--- src/rtl/core/bmhq_pkg.sv ---
// Package for the binary min-heap queue: operation and status codes, types.
// No dependencies.
`default_nettype none
package bmhq_pkg;
    localparam int unsigned KeyW = 32;
    localparam int unsigned HandleW = 16;
    localparam int unsigned CapW = 11;
    localparam logic [CapW-1:0] MinCapacity = 11'd10;

    typedef enum logic [1:0] {
        OP_INSERT = 2'd0,
        OP_DELETE = 2'd1,
        OP_READ   = 2'd2,
        OP_CLEAR  = 2'd3
    } t_op;

    typedef enum logic [1:0] {
        ST_OK    = 2'd0,
        ST_FULL  = 2'd1,
        ST_EMPTY = 2'd2,
        ST_RSVD  = 2'd3
    } t_status;

    typedef struct packed {
        logic start;
        logic up_step;
        logic down_read;
        logic down_step;
        logic finish;
    } t_cmd;

    typedef struct packed {
        logic is_full;
        logic is_empty;
        logic up_done;
        logic down_done;
    } t_sts;
endpackage
`default_nettype wire

--- src/rtl/core/bmhq_ctrl.sv ---
// Controller state machine for the heap queue.
// Depends on bmhq_pkg; drives commands to bmhq_dp.
`default_nettype none
module bmhq_ctrl (
    input  wire logic          i_clk,
    input  wire logic          i_rst_n,
    input  wire logic          i_in_valid,
    output logic               o_in_ready,
    output logic               o_out_valid,
    input  wire logic          i_out_ready,
    input  wire bmhq_pkg::t_op i_kind,
    input  wire bmhq_pkg::t_sts i_sts,
    output bmhq_pkg::t_cmd     o_cmd
);
    typedef enum logic [4:0] {
        S_IDLE  = 5'b00001,
        S_UP    = 5'b00010,
        S_DRD   = 5'b00100,
        S_DSTEP = 5'b01000,
        S_OUT   = 5'b10000
    } t_state;

    t_state r_state, n_state;
    logic   accept;

    assign o_in_ready  = (r_state == S_IDLE);
    assign o_out_valid = (r_state == S_OUT);
    assign accept      = i_in_valid && o_in_ready;

    always_comb begin
        n_state = r_state;
        o_cmd   = '0;
        case (r_state)
            S_IDLE: begin
                if (accept) begin
                    o_cmd.start = 1'b1;
                    if (i_kind == bmhq_pkg::OP_INSERT && !i_sts.is_full) begin
                        n_state = S_UP;
                    end else if (i_kind == bmhq_pkg::OP_DELETE && !i_sts.is_empty) begin
                        n_state = S_DRD;
                    end else begin
                        n_state = S_OUT;
                    end
                end
            end
            S_UP: begin
                o_cmd.up_step = 1'b1;
                if (i_sts.up_done) begin
                    n_state = S_OUT;
                end
            end
            S_DRD: begin
                o_cmd.down_read = 1'b1;
                n_state = S_DSTEP;
            end
            S_DSTEP: begin
                o_cmd.down_step = 1'b1;
                n_state = i_sts.down_done ? S_OUT : S_DRD;
            end
            S_OUT: begin
                if (i_out_ready) begin
                    o_cmd.finish = 1'b1;
                    n_state = S_IDLE;
                end
            end
            default: n_state = S_IDLE;
        endcase
    end

    always_ff @(posedge i_clk) begin
        if (!i_rst_n) begin
            r_state <= S_IDLE;
        end else begin
            r_state <= n_state;
        end
    end
endmodule
`default_nettype wire

--- config.mk ---
export PLATFORM = sky130hd
export DESIGN_NAME = bmhq_ctrl
export DESIGN_NICKNAME = d
export VERILOG_FILES = /design/src/rtl/core/bmhq_pkg.sv /design/src/rtl/core/bmhq_ctrl.sv
export SDC_FILE = /design/constraint.sdc
export NUM_CORES = 1
export LEC_CHECK = 0
export ABC_AREA = 1
export BUFFER_PORTS_ARGS = -buffer_cell sky130_fd_sc_hd__buf_2
export CAP_MARGIN = 20
export CORE_AREA = 8 8 45 47
export DETAILED_ROUTE_END_ITERATION = 12
export DIE_AREA = 0 0 53 55
export HOLD_SLACK_MARGIN = 0.08
export PLACE_DENSITY = 0.58
export SETUP_SLACK_MARGIN = 0.2
export SLEW_MARGIN = 30
export SYNTH_ARGS = -nofsm -noshare
export SYNTH_HDL_FRONTEND = slang
export SYNTH_SLANG_ARGS = --single-unit
--- constraint.sdc ---
create_clock -name i_clk -period 1.2 [get_ports i_clk]
set_input_delay 0.06 -clock i_clk [delete_from_list [all_inputs] [get_ports i_clk]]
set_output_delay 0.06 -clock i_clk [all_outputs]
set_load 0.005 [all_outputs]
== Word level (Yosys, flattened, before mapping) ==
Index checks and enable logic that the tools add are counted.
Storage, ports and cells
  output and inout port bits: 7
  input bits: 10
  bits in registers: 5
Operators by class
  reduce and logical (&&, ||, !) cells: 7
  multiplexer cells: 14
  equal/unequal tests: 9
Operator list (number)
  two-way mux 5 bit: 6
  case mux 5 bit (5 select lines): 1
  two-way mux 1 bit: 7
  equality test 5 x 1 -> 1 bit (second input constant): 1
  equality test 5 x 2 -> 1 bit (second input constant): 1
  equality test 5 x 3 -> 1 bit (second input constant): 1
  equality test 5 x 4 -> 1 bit (second input constant): 1
  equality test 5 bit (second input constant): 1
  != test 2 x 1 -> 1 bit (second input constant): 2
  logical AND 1 bit: 3
  AND reduction 3 bit: 1
  equality test 2 x 1 -> 1 bit (second input constant): 1
  logical NOT 1 bit: 2
  logical NOT 2 bit: 1
  != test 2 bit (second input constant): 1

== Depth between registers and ports, before layout ==
  depth in word-level cells: 6
  gate-level depth with buffers: 8

== Least setup slack after synthesis ==
Ideal clock, no wire load.
  path type: register -> register
  start: reg r_state[3]
  end: reg r_state[4]
  arrival: 902 ps
  period minus slack after synthesis: 1017 ps
  path buffers: 0
  stages on the path, launching flop included: 7
  setup slack: 183 ps
  setup time: 115 ps
  path through: dfxtp_1 > nor2_4 > nand4_2 > nor2_1 > nor2_2 > nand2_1 > a21oi_2
On the way
  cells in the longest elaborated chain, start to end: 4
  elaborated cells between the ends (all ways): 11
  those cells by class: 8 x eq/ne; 1 x mux; 2 x reduce/logical
Ends and longest elaborated chain
  start, declared: line bmhq_ctrl.sv:23  | t_state r_state, n_state;
  start signal, assigned: line bmhq_ctrl.sv:74  | r_state <= n_state;
  equality test 5 x 1 -> 1 bit: line bmhq_ctrl.sv:26, bmhq_ctrl.sv:33
  logical AND 1 bit: line bmhq_ctrl.sv:28  | assign accept = i_in_valid && o_in_ready;
  != test 2 x 1 -> 1 bit (no source line)
  AND reduction 3 bit (no source line)
Parallel ways exist; a longest one is shown, timed or not.
A chain may end at the register's enable or synchronous reset.

==> reports/results.ini <==
[clock_network]
root_buffer=clkbuf_4
h-tree-depth=1
clkTransAtPathRegs_ns=0.04
cts_buffers=3
clockBufferDepth=2
cts_tree=yes
clock_latency_ns=0.24
cts_sinks=5

[die]
core_um2=1384
die_w_um=53
num_rows=14
die_y_um=55
pin_count=17
dieArea_um2=2915
initial_core_util_pct=26.94

[setup_path]
critPathBufInv=1
endpoint_kind=output port
crit_slowest_cell=dfxtp_2
cp-start-kind=flop
arrival_ns=1.11
crit_fanout=5
cp_slowest_stage_delay_ns=0.32
crit_chain=nor2_4, nand4_4, nor2_2, buf_2
cp_top_family=simple AND/OR/NAND/NOR gates
critPathKind=flop to output port
required_ns=1.14

[global_routing]
antenna_found_initial=0
overflow=0
busiest_layer=met2
met1_usage_pct=7.470
grtUsageMet3_pct=2.941
grt_pass1_wl_um=1725
gr-usage-met2_pct=14.84
grt_max_degree=8
grt_pass1_vias=430
track_usage_pct=7.932

[timing]
fmax_mhz=858.2
worst_slew_pin_slew_ns=0.1753
period_needed_ns=1.165
fin_ws_ns=0.03478
period_share_pct=97.10
rsz0062_at_grt=true
fin_tns_setup_ns=0
fin_worst_skew_ns=0.002999
relSlewSlack_pct=88.29
finalHoldViolCount=0
timing.hold.ws_ns=0.09845
finalSetupViolCount=0
slew_viol_final=0

[placement]
placed_cell_area_um2=486.7
io_buffers=16
dp.cells=92
post-dp-hpwl_um=800.5
finalWeightedCongestion=0.8116
place_ws_ns=0.07938

[power_and_ir_drop]
fin_total_pwr_mw=0.7976
ir_drop_uv=411.9
powerDensity_nw_per_um2=1275
p_leak_nw=0.3500

[final_layout]
top_regs=r_state (5)
final_core_util_pct=45.21
drive_gt1_share_pct=54.55
largest_reg_flops=5
postLayoutCellArea_um2=625.6
syn2layout_area_growth_pct=67.79
regMostFlops=r_state
nets=99
fill_cells=156
stdcell_count=104
antenna_cells=0

[drt]
first_pass_iters=3
wl_per_cell_um=10.12
ant_nets=0
drc=0
drt_iter0_drc=2
detail_route.vias_per_cell=4.327
routed_wl_um=1052
vias=450

[yosys]
synth_nets=70
synth-async-reset-ratio_pct=0
synthTopCellsByArea=dfxtp_1 (27%), inv_1 (15%), nand2_1 (12%), nand3_1 (8.1%), nor2_1 (7.0%)
ys_warn_count=0
ys_seq_area_share_pct=26.85
syn_area_per_cell_um2=6.214
synthFlopType=dfxtp_1
synth_top_cell_by_area=dfxtp_1
ys_types=13
synth-edff-count=0
syn_area_um2=372.9
postSynthCellCount=60
ys_ff_latch=5
synth_top_area_share_pct=26.85

[worst_hold_path]
hold_class=input pin to flop

[outcome]
status=finished, final reports clean

[run]
drv_cap=0

## where the power goes
part           internal, mW  switching (mW)  leakage, nW  total (mW)
Sequential            0.196          0.0361       0.0431       0.232
Combinational         0.179           0.190        0.292       0.370
Clock                 0.126          0.0701       0.0150       0.196
Total                 0.501           0.297        0.350       0.798
## synthesized netlist by cell type (2+ instances only)
| library cell | number |
|---|---|
| nand4_2 | 2 |
| nor2_4 | 2 |
| nor2_1 | 7 |
| inv_1 | 15 |
| dfxtp_1 | 5 |
| nand3_1 | 6 |
| nand2_1 | 12 |
| nand4_1 | 4 |
| nor2_2 | 3 |
## final timing paths
kind	from	end	slack [ns]	cells after the start
worst max-delay path	r_state[3]$_SDFFE_PN0P_	o_cmd[4]	0.03	4
worst min-delay path	i_sts[3]	r_state[1]$_SDFFE_PN0P_	0.1	4
worst max register to register	r_state[3]$_SDFFE_PN0P_	r_state[4]$_SDFFE_PN0P_	0.04	7
worst min register to register	r_state[4]$_SDFFE_PN0P_	r_state[4]$_SDFFE_PN0P_	0.54	2
## timing repair
action                                  4_1_cts  5_1_grt
hold endpoints to repair                      2        0
gates cloned                                  0        0
gates resized for setup                       5       11
pin swaps                                     3        4
hold buffers                                  1        0
endpoints found under the setup margin       11       12
buffers inserted                              5        2
## layout make-up
| class | count | area, µm² | share of cell area [%] |
|---|---|---|---|
| Multi-Input combinational cell | 39 | 252.7 | 40.40 |
| Timing Repair Buffer | 24 | 152.6 | 24.40 |
| Sequential cell | 5 | 111.4 | 17.80 |
| Inverter | 16 | 62.56 | 10.00 |
| Clock buffer | 4 | 26.28 | 4.200 |
| Tap cell | 16 | 20.02 | 3.200 |
## layer usage
| metal | vias to the layer above | routed length (µm) |
|---|---|---|
| met5 | - | 0 |
| met4 | 0 | 16 |
| met3 | 2 | 61 |
| met2 | 10 | 569 |
| met1 | 196 | 405 |
| li1 | 242 | - |
## worst reg2reg max path, stage by stage, from the launching register on
cell and delay, ns:
dfxtp_2 0.32, nor2_4 0.18, buf_4 0.16, nand4_1 0.11, nand2_2 0.09, nor2_2 0.04, nand2_1 0.09, a21oi_2 0.05
## layout by cell type (no fill, tap or decap)
cell type / count
nor2_1: 3
clkbuf_4: 3
o22ai_1: 1
nor2_4: 3
inv_2: 2
nand3_1: 5
dfxtp_4: 2
clkbuf_1: 1
buf_2: 15
dfxtp_2: 3
nand3_2: 1
nand2_2: 1
a21oi_1: 1
nor2_2: 6
nand4_4: 2
a21oi_2: 1
nand2_1: 11
buf_6: 2
nand4_1: 4
buf_4: 6
inv_1: 13
inv_4: 1
dlygate4sd3_1: 1
## cell families (layout without fill, tap and decap cells)
family,after synthesis,count (layout),share of synthesized area (%)
AND/OR/NAND/NOR,36,36,51.68
AO/OA/AOI/OAI,3,3,5.369
buffers and inverters,16,44,16.11
flip-flops,5,5,26.85
Power figures use the tool's default switching activity.
